==> config.mk <==
export PLATFORM = sky130hd
export DESIGN_NAME = flow_direction_vote
export DESIGN_NICKNAME = d
export VERILOG_FILES = /design/src/hw/rtl/fdv_pkg.sv /design/src/hw/rtl/flow_direction_vote.sv
export SDC_FILE = /design/constraint.sdc
export NUM_CORES = 1
export LEC_CHECK = 0
export ABC_AREA = 1
export BUFFER_PORTS_ARGS = -buffer_cell sky130_fd_sc_hd__buf_2
export CORE_ASPECT_RATIO = 0.6
export CORE_UTILIZATION = 55
export DETAILED_ROUTE_END_ITERATION = 8
export GPL_ROUTABILITY_DRIVEN = 1
export GPL_TIMING_DRIVEN = 1
export PLACE_DENSITY = 0.72
export SLEW_MARGIN = 5
export SYNTH_ARGS = -nofsm -noshare
export SYNTH_HDL_FRONTEND = slang
export SYNTH_SLANG_ARGS = --single-unit
==> constraint.sdc <==
create_clock -name i_clk -period 9.2 [get_ports i_clk]
set_input_delay 1.38 -clock i_clk [delete_from_list [all_inputs] [get_ports i_clk]]
set_output_delay 1.38 -clock i_clk [all_outputs]
set_load 0.005 [all_outputs]
==> src/hw/rtl/fdv_pkg.sv <==
package fdv_pkg;

    localparam int ROWS = 800;
    localparam int COLS = 1280;

    localparam int ROW_W = 10;
    localparam int COL_W = 11;
    localparam int CODE_W = 8;
    localparam int CNT_W = 20;
    localparam int DIR_W = 3;
    localparam int CFG_IDX_W = 3;
    localparam int NUM_BINS = 4;

    // frame bounds compared at a width that holds any legal frame size
    localparam int DIM_W = 13;
    localparam logic [DIM_W-1:0] ROWS_LIM = DIM_W'(ROWS);
    localparam logic [DIM_W-1:0] COLS_LIM = DIM_W'(COLS);

    localparam logic [CNT_W-1:0] CNT_MAX = {CNT_W{1'b1}};

    // code ranges of the direction bins
    localparam logic [CODE_W-1:0] CODE_RIGHT_MAX = 8'd32;
    localparam logic [CODE_W-1:0] CODE_DOWN_MAX = 8'd96;
    localparam logic [CODE_W-1:0] CODE_LEFT_MAX = 8'd159;
    localparam logic [CODE_W-1:0] CODE_UP_MAX = 8'd223;

    localparam logic [ROW_W-1:0] RST_ROW_FIRST = 10'd0;
    localparam logic [ROW_W-1:0] RST_ROW_FINAL = 10'd799;
    localparam logic [COL_W-1:0] RST_COL_FIRST = 11'd0;
    localparam logic [COL_W-1:0] RST_COL_FINAL = 11'd1279;
    localparam logic [CNT_W-1:0] RST_THRESHOLD = 20'd5000;

    typedef enum logic [1:0] {
        BIN_RIGHT = 2'd0,
        BIN_DOWN  = 2'd1,
        BIN_LEFT  = 2'd2,
        BIN_UP    = 2'd3
    } t_bin;

    typedef enum logic [DIR_W-1:0] {
        DIR_NONE  = 3'd0,
        DIR_LEFT  = 3'd1,
        DIR_RIGHT = 3'd2,
        DIR_UP    = 3'd3,
        DIR_DOWN  = 3'd4
    } t_dir;

    typedef enum logic [CFG_IDX_W-1:0] {
        CFG_ROW_FIRST = 3'd0,
        CFG_ROW_FINAL = 3'd1,
        CFG_COL_FIRST = 3'd2,
        CFG_COL_FINAL = 3'd3,
        CFG_THRESHOLD = 3'd4
    } t_cfg_idx;

    typedef struct packed {
        logic [CODE_W-1:0] flow_code;
        logic [ROW_W-1:0]  pixel_row;
        logic [COL_W-1:0]  pixel_col;
        logic              frame_end;
    } t_in;

    typedef struct packed {
        logic [DIR_W-1:0] direction;
        logic [CNT_W-1:0] active_count;
        logic             slip_flag;
    } t_out;

endpackage

==> src/hw/rtl/flow_direction_vote.sv <==
// a frame-end item's result passes the snapshot, pair and output registers in turn
// throughput: one item per cycle; frame-end items flow through a 3-deep
// result pipeline, and the input stalls only when a frame-end item meets a full one
// reset: synchronous active low; clears all bin counters and pipeline valids and
// loads the region bounds and threshold with their defaults
module flow_direction_vote (
    input  logic                                i_clk,
    input  logic                                i_rst_n,
    input  logic                                i_in_valid,
    output logic                                o_in_ready,
    input  fdv_pkg::t_in                        i_in_data,
    output logic                                o_out_valid,
    input  logic                                i_out_ready,
    output fdv_pkg::t_out                       o_out_data,
    input  logic                                i_cfg_valid,
    output logic                                o_cfg_ready,
    input  logic [fdv_pkg::CFG_IDX_W-1:0]       i_cfg_index,
    input  logic [fdv_pkg::CNT_W-1:0]           i_cfg_data
);

    // configuration
    logic [fdv_pkg::ROW_W-1:0] r_row_first;
    logic [fdv_pkg::ROW_W-1:0] r_row_final;
    logic [fdv_pkg::COL_W-1:0] r_col_first;
    logic [fdv_pkg::COL_W-1:0] r_col_final;
    logic [fdv_pkg::CNT_W-1:0] r_threshold;

    // input stage
    logic         r_a_valid;
    fdv_pkg::t_in r_a;

    // bin counters
    logic [fdv_pkg::CNT_W-1:0] r_cnt [fdv_pkg::NUM_BINS];
    logic [fdv_pkg::CNT_W-1:0] n_cnt [fdv_pkg::NUM_BINS];
    logic [fdv_pkg::CNT_W-1:0] cnt_upd [fdv_pkg::NUM_BINS];

    // snapshot stage
    logic                      r_c_valid;
    logic [fdv_pkg::CNT_W-1:0] r_c_cnt [fdv_pkg::NUM_BINS];

    // pairwise stage
    logic                        r_d_valid;
    logic [fdv_pkg::DIR_W-1:0]   r_d_dir1;
    logic [fdv_pkg::DIR_W-1:0]   r_d_dir2;
    logic [fdv_pkg::CNT_W-1:0]   r_d_max1;
    logic [fdv_pkg::CNT_W-1:0]   r_d_max2;
    logic [fdv_pkg::CNT_W:0]     r_d_sum1;
    logic [fdv_pkg::CNT_W:0]     r_d_sum2;
    logic [fdv_pkg::DIR_W-1:0]   n_d_dir1;
    logic [fdv_pkg::DIR_W-1:0]   n_d_dir2;
    logic [fdv_pkg::CNT_W-1:0]   n_d_max1;
    logic [fdv_pkg::CNT_W-1:0]   n_d_max2;

    // output stage
    logic          r_out_valid;
    fdv_pkg::t_out r_out;
    fdv_pkg::t_out n_out;

    logic out_free, d_adv, d_free, c_adv, c_free, a_go, a_free, a_last;
    logic in_roi;
    logic [fdv_pkg::NUM_BINS-1:0] hit;
    logic [fdv_pkg::CNT_W+1:0]    total;
    logic [fdv_pkg::DIR_W-1:0]    dir_sel;

    // handshake chain, back to front
    assign out_free = !r_out_valid || i_out_ready;
    assign d_adv    = r_d_valid && out_free;
    assign d_free   = !r_d_valid || d_adv;
    assign c_adv    = r_c_valid && d_free;
    assign c_free   = !r_c_valid || c_adv;
    assign a_go     = r_a_valid && (!r_a.frame_end || c_free);
    assign a_last   = a_go && r_a.frame_end;
    assign a_free   = !r_a_valid || a_go;

    assign o_in_ready  = a_free;
    assign o_cfg_ready = 1'b1;
    assign o_out_valid = r_out_valid;
    assign o_out_data  = r_out;

    // region test and binning
    always_comb begin
        in_roi = (fdv_pkg::DIM_W'(r_a.pixel_row) < fdv_pkg::ROWS_LIM)
              && (fdv_pkg::DIM_W'(r_a.pixel_col) < fdv_pkg::COLS_LIM)
              && (r_a.pixel_row >= r_row_first) && (r_a.pixel_row <= r_row_final)
              && (r_a.pixel_col >= r_col_first) && (r_a.pixel_col <= r_col_final);
        hit = '0;
        if (in_roi && r_a.flow_code != '0) begin
            priority if (r_a.flow_code <= fdv_pkg::CODE_RIGHT_MAX
                         || r_a.flow_code > fdv_pkg::CODE_UP_MAX) begin
                hit[fdv_pkg::BIN_RIGHT] = 1'b1;
            end else if (r_a.flow_code <= fdv_pkg::CODE_DOWN_MAX) begin
                hit[fdv_pkg::BIN_DOWN] = 1'b1;
            end else if (r_a.flow_code <= fdv_pkg::CODE_LEFT_MAX) begin
                hit[fdv_pkg::BIN_LEFT] = 1'b1;
            end else begin
                hit[fdv_pkg::BIN_UP] = 1'b1;
            end
        end
    end

    // saturating counter lanes
    always_comb begin
        for (int b = 0; b < fdv_pkg::NUM_BINS; b++) begin
            if (hit[b] && r_cnt[b] != fdv_pkg::CNT_MAX) begin
                cnt_upd[b] = r_cnt[b] + 1'b1;
            end else begin
                cnt_upd[b] = r_cnt[b];
            end
            if (a_last) begin
                n_cnt[b] = '0;
            end else if (a_go) begin
                n_cnt[b] = cnt_upd[b];
            end else begin
                n_cnt[b] = r_cnt[b];
            end
        end
    end

    // pairwise winners, ties to the second of each pair
    always_comb begin
        if (r_c_cnt[fdv_pkg::BIN_RIGHT] > r_c_cnt[fdv_pkg::BIN_DOWN]) begin
            n_d_dir1 = fdv_pkg::DIR_RIGHT;
            n_d_max1 = r_c_cnt[fdv_pkg::BIN_RIGHT];
        end else begin
            n_d_dir1 = fdv_pkg::DIR_DOWN;
            n_d_max1 = r_c_cnt[fdv_pkg::BIN_DOWN];
        end
        if (r_c_cnt[fdv_pkg::BIN_LEFT] > r_c_cnt[fdv_pkg::BIN_UP]) begin
            n_d_dir2 = fdv_pkg::DIR_LEFT;
            n_d_max2 = r_c_cnt[fdv_pkg::BIN_LEFT];
        end else begin
            n_d_dir2 = fdv_pkg::DIR_UP;
            n_d_max2 = r_c_cnt[fdv_pkg::BIN_UP];
        end
    end

    // final vote and saturating total
    always_comb begin
        if (r_d_max1 > r_d_max2) begin
            dir_sel = (r_d_max1 > r_threshold) ? r_d_dir1 : fdv_pkg::DIR_NONE;
        end else begin
            dir_sel = (r_d_max2 > r_threshold) ? r_d_dir2 : fdv_pkg::DIR_NONE;
        end
        total = {1'b0, r_d_sum1} + {1'b0, r_d_sum2};
        n_out.direction = dir_sel;
        n_out.active_count = (total > (fdv_pkg::CNT_W+2)'(fdv_pkg::CNT_MAX))
                           ? fdv_pkg::CNT_MAX : total[fdv_pkg::CNT_W-1:0];
        n_out.slip_flag = (dir_sel == fdv_pkg::DIR_UP);
    end

    // control state
    always_ff @(posedge i_clk) begin
        if (!i_rst_n) begin
            r_row_first <= fdv_pkg::RST_ROW_FIRST;
            r_row_final <= fdv_pkg::RST_ROW_FINAL;
            r_col_first <= fdv_pkg::RST_COL_FIRST;
            r_col_final <= fdv_pkg::RST_COL_FINAL;
            r_threshold <= fdv_pkg::RST_THRESHOLD;
            r_a_valid   <= 1'b0;
            r_c_valid   <= 1'b0;
            r_d_valid   <= 1'b0;
            r_out_valid <= 1'b0;
            for (int b = 0; b < fdv_pkg::NUM_BINS; b++) begin
                r_cnt[b] <= '0;
            end
        end else begin
            if (i_cfg_valid) begin
                unique case (i_cfg_index)
                    fdv_pkg::CFG_ROW_FIRST: r_row_first <= i_cfg_data[fdv_pkg::ROW_W-1:0];
                    fdv_pkg::CFG_ROW_FINAL: r_row_final <= i_cfg_data[fdv_pkg::ROW_W-1:0];
                    fdv_pkg::CFG_COL_FIRST: r_col_first <= i_cfg_data[fdv_pkg::COL_W-1:0];
                    fdv_pkg::CFG_COL_FINAL: r_col_final <= i_cfg_data[fdv_pkg::COL_W-1:0];
                    fdv_pkg::CFG_THRESHOLD: r_threshold <= i_cfg_data;
                    default: ;
                endcase
            end
            if (a_free) begin
                r_a_valid <= i_in_valid;
            end
            if (a_last) begin
                r_c_valid <= 1'b1;
            end else if (c_adv) begin
                r_c_valid <= 1'b0;
            end
            if (c_adv) begin
                r_d_valid <= 1'b1;
            end else if (d_adv) begin
                r_d_valid <= 1'b0;
            end
            if (d_adv) begin
                r_out_valid <= 1'b1;
            end else if (i_out_ready) begin
                r_out_valid <= 1'b0;
            end
            for (int b = 0; b < fdv_pkg::NUM_BINS; b++) begin
                r_cnt[b] <= n_cnt[b];
            end
        end
    end

    // payload registers
    always_ff @(posedge i_clk) begin
        if (a_free && i_in_valid) begin
            r_a <= i_in_data;
        end
        if (a_last) begin
            for (int b = 0; b < fdv_pkg::NUM_BINS; b++) begin
                r_c_cnt[b] <= cnt_upd[b];
            end
        end
        if (c_adv) begin
            r_d_dir1 <= n_d_dir1;
            r_d_dir2 <= n_d_dir2;
            r_d_max1 <= n_d_max1;
            r_d_max2 <= n_d_max2;
            r_d_sum1 <= {1'b0, r_c_cnt[fdv_pkg::BIN_RIGHT]}
                      + {1'b0, r_c_cnt[fdv_pkg::BIN_DOWN]};
            r_d_sum2 <= {1'b0, r_c_cnt[fdv_pkg::BIN_LEFT]}
                      + {1'b0, r_c_cnt[fdv_pkg::BIN_UP]};
        end
        if (d_adv) begin
            r_out <= n_out;
        end
    end

    // counters start the next frame from zero
    a_clear_after_end: assert property (@(posedge i_clk) disable iff (!i_rst_n)
        a_last |=> (r_cnt[0] == '0 && r_cnt[1] == '0 && r_cnt[2] == '0 && r_cnt[3] == '0))
        else $error("bin counters not cleared after frame end");

    // input only stalls on a frame-end item waiting for the result pipeline
    a_stall_cause: assert property (@(posedge i_clk) disable iff (!i_rst_n)
        !o_in_ready |-> (r_a_valid && r_a.frame_end && r_c_valid))
        else $error("input stalled without a pending frame-end item");

    a_slip_matches: assert property (@(posedge i_clk) disable iff (!i_rst_n)
        o_out_valid |-> (o_out_data.slip_flag == (o_out_data.direction == fdv_pkg::DIR_UP)))
        else $error("slip flag disagrees with direction");

    a_dir_range: assert property (@(posedge i_clk) disable iff (!i_rst_n)
        o_out_valid |-> (o_out_data.direction <= fdv_pkg::DIR_DOWN))
        else $error("direction code out of range");

    // a result leaves the pair stage only into a free output register
    a_no_overwrite: assert property (@(posedge i_clk) disable iff (!i_rst_n)
        (o_out_valid && !i_out_ready) |=> $stable(o_out_data))
        else $error("pending item overwritten");

endmodule
==> impl_metrics.env <==
export IMPL_ios=85
export IMPL_antenna_found_initial=2
export IMPL_synth_area_per_cell_um2=8.10
export IMPL_grt_util_met3_pct=4.44
export IMPL_dp_hpwl_mm=49.5
export IMPL_clock_skew_ns=0.0176
export IMPL_netlist_top_cells_area="edfxtp_1 29%, dfxtp_1 13%, ha_1 11%"
export IMPL_cts_tree="done"
export IMPL_setup_tns_ns=0
export IMPL_critPathMaxFanout=21
export IMPL_fp_dieW_um=263
export IMPL_synth_seq_area_share_pct=42.1
export IMPL_muxShareOfSynthArea_pct=0
export IMPL_overflow=0
export IMPL_antenna_cells=0
export IMPL_drt_wl_total_mm=63.1
export IMPL_synth_fa_ha_area_share_pct=11.8
export IMPL_postCtsSetupBuffers=0
export IMPL_ys_async_sr_fraction_pct=0
export IMPL_tightest_slew_ns=1.12
export IMPL_crit_chain="ha_1 -> nand2_1 -> nor2_2 -> nand4_1 -> nand2_1 -> nand3_1 -> nor2_4 -> nand3_1 -> inv_2 -> nand2_1 -> nand2_1"
export IMPL_synthToLayoutAreaGrowth_pct=8.74
export IMPL_worstHoldPathType="flop to flop"
export IMPL_drc_errors=0
export IMPL_arrival_ns=4.29
export IMPL_clock_sinks=365
export IMPL_finalInstanceArea_um2=24500
export IMPL_port_buffers=83
export IMPL_fp_coreArea_um2=40400
export IMPL_rows=57
export IMPL_root_buffer="clkbuf_16"
export IMPL_path_common_cell="nand2_1"
export IMPL_die_area_um2=41800
export IMPL_layout_drive_gt1_share_pct=7.42
export IMPL_power_density_nw_per_um2=155
export IMPL_status="completed"
export IMPL_antenna_left=0
export IMPL_synth_edf_count=219
export IMPL_cts_buffers=36
export IMPL_ys_warn_count=0
export IMPL_synth_seq_cells=365
export IMPL_grt_use_met2_pct=40.1
export IMPL_fmax_ghz=0.255
export IMPL_clock_latency_ns=0.54
export IMPL_nets=3111
export IMPL_cts_resized=0
export IMPL_clock_path_buffers=3
export IMPL_r2r_cells=11
export IMPL_start_util_pct=55.8
export IMPL_setup_viol=0
export IMPL_critPathBufInv=1
export IMPL_cp_required_ns=9.57
export IMPL_timing_final_hold_violations=0
export IMPL_maxSlewHeadroom_pct=24.6
export IMPL_peakVddDrop_mv=0.135
export IMPL_post_dp_cell_area_um2=23400
export IMPL_grt_usage_pct=29.9
export IMPL_busiest_layer="met1"
export IMPL_period_share_pct=42.6
export IMPL_fillerInstances=3591
export IMPL_drv_cap=0
export IMPL_synth_top_area_share_pct=29.2
export IMPL_whs_path_depth=2
export IMPL_ys_types=48
export IMPL_p_leak_nw=11.2
export IMPL_drt_first_pass_iters=8
export IMPL_synth_fp_nets=3050
export IMPL_routed_via_density=5.64
export IMPL_crit_family="simple AND/OR/NAND/NOR gates"
export IMPL_critPathSlowestCell="nand3_1"
export IMPL_grt_pass1_wl_mm=97.9
export IMPL_grt_pass1_vias=17400
export IMPL_crit_cells=11
export IMPL_synth_ff_type="edfxtp_1"
export IMPL_synth_top_family_by_area="simple AND/OR/NAND/NOR gates"
export IMPL_num_vias=19200
export IMPL_cts_max_level=2
export IMPL_gp_congestion=1.00
export IMPL_critical_path_class="flop to flop"
export IMPL_grt_start_max_net_pins=82
export IMPL_cpPeakStageDelay_ns=0.79
export IMPL_synthXorXnorAreaFrac_pct=4.51
export IMPL_synth_area_um2=22500
export IMPL_clkSlewWorstSetupHoldPaths_ns=0.06
export IMPL_synth_compound_area_share_pct=10.1
export IMPL_gr_usage_met1_pct=49.9
export IMPL_syn_inst=2782
export IMPL_synth_top_area_cell="edfxtp_1"
export IMPL_avgRoutedWirePerCell_um=18.6
export IMPL_rsz0062_at_grt="false"
export IMPL_crit_path_end_kind="flop"
export IMPL_cp_start_kind="flop"
export IMPL_chipHeight_um=159
export IMPL_layout_min_cycle_time_ns=3.92
export IMPL_drt_iter0_markers=2168
export IMPL_hold_buffers=0
export IMPL_synthSimpleGateAreaFrac_pct=22.5
export IMPL_slew_viol_final=0
==> layout by cell type, fill, tap and decap left out, types with 24 or more instances in the layout <==
cell and n:
nor2_1 173, nand3_1 232, xor2_1 104, ha_1 207
clkbuf_16 37, buf_2 83, dfxtp_1 146, o21ai_0 108
nor3_1 46, nand4_1 45, inv_2 24, inv_1 420
a21oi_1 238, nand2_1 584, edfxtp_1 219
==> cell usage after synthesis (3+ instances only) <==
| library cell | count |
|---|---|
| o21ai_0 | 108 |
| inv_1 | 422 |
| a21oi_1 | 239 |
| edfxtp_1 | 219 |
| o211ai_1 | 20 |
| nand2_1 | 584 |
| nor4_1 | 11 |
| nand3b_1 | 7 |
| a21boi_0 | 4 |
| a21o_1 | 6 |
| buf_4 | 7 |
| nor2_4 | 3 |
| fa_1 | 3 |
| xor2_1 | 104 |
| nor3_1 | 46 |
| a31oi_1 | 3 |
| buf_6 | 3 |
| nand2_2 | 14 |
| nor3b_1 | 7 |
| nand3_1 | 232 |
| xnor2_1 | 12 |
| and2_1 | 3 |
| nand4_1 | 45 |
| clkbuf_1 | 31 |
| o21bai_1 | 10 |
| o21ai_1 | 20 |
| dfxtp_1 | 146 |
| nor2_1 | 174 |
| ha_1 | 207 |
| nor3_2 | 5 |
| nand3_2 | 5 |
| o31ai_1 | 5 |
| buf_2 | 31 |
| inv_2 | 22 |
| a211oi_1 | 3 |
| nor2_2 | 5 |
==> routing by layer <==
metal / vias to the layer above / routed length (um) / part of all wire [%]
li1: 9329 / - / -
met1: 8933 / 31600 / 50
met2: 843 / 24200 / 38
met3: 60 / 6380 / 10
met4: 0 / 918 / 1.5
met5: - / 0 / 0
==> final timing paths <==
kind,to,slack (ns),startpoint
max reg2reg,r_c_cnt[1][8],5.28,r_a[21]
min,r_row_final[7],0.47,r_row_final[7]
min reg2reg,r_row_final[7],0.47,r_row_final[7]
max,r_c_cnt[1][8],5.28,r_a[21]
==> flip-flops by register name, indices dropped and copies added, names as in the netlist, 2 cells and up <==
signal	cells
o_out_data	24
r_a	30
r_c_cnt	80
r_cnt	80
r_col_final	11
r_col_first	11
r_d_dir1	2
r_d_max1	20
r_d_max2	20
r_d_sum1	21
r_d_sum2	21
r_row_final	10
r_row_first	10
r_threshold	20
==> area by class of cell <==
cell class | instances | area (um^2) | area share [%]
Clock buffer | 51 | 1030 | 4.20
Timing Repair Buffer | 95 | 505 | 2.06
Tap cell | 531 | 664 | 2.71
Inverter | 445 | 1670 | 6.82
Clock inverter | 13 | 119 | 0.485
Multi-Input combinational cell | 1900 | 11000 | 45.0
Sequential cell | 365 | 9500 | 38.7
==> metrics by stage <==
stage	util, %	setup WS, ns	hold slack, ns	std cells	total power, W
2_1_floorplan	-	5.11	0.435	2782	0.00220
3_3_place_gp	57.8	5.22	0.446	3336	0.00234
3_5_place_dp	57.8	5.15	0.457	3336	0.00235
4_1_cts	60.6	5.34	0.466	3400	0.00381
5_1_grt	60.6	4.99	0.481	3400	0.00394
6_report	60.6	5.28	0.467	3400	0.00381
==> logic make-up (layout without fill, tap and decap cells) <==
group,Yosys count,after routing
fa+ha+maj,210,210
xor+xnor,116,116
flops,365,365
compound gates,424,424
buf+inv,517,604
other cells,1,1
simple gates,1149,1149
==> worst reg2reg max path, cell delays in order (launching register included) <==
cell	delay [ns]
edfxtp_1	0.44
ha_1	0.33
nand2_1	0.09
nor2_2	0.17
nand4_1	0.10
nand2_1	0.28
nand3_1	0.18
nor2_4	0.39
nand3_1	0.80
inv_2	0.65
nand2_1	0.15
nand2_1	0.19
==> report_power, final <==
part           leakage (nW)  total, W  internal, W  switching, W
Sequential             3.23   0.00186      0.00180     0.0000530
Clock                 0.558   0.00148     0.000837      0.000638
Combinational          7.41  0.000477     0.000148      0.000328
Note: power is estimated with default switching activity, not from simulation.
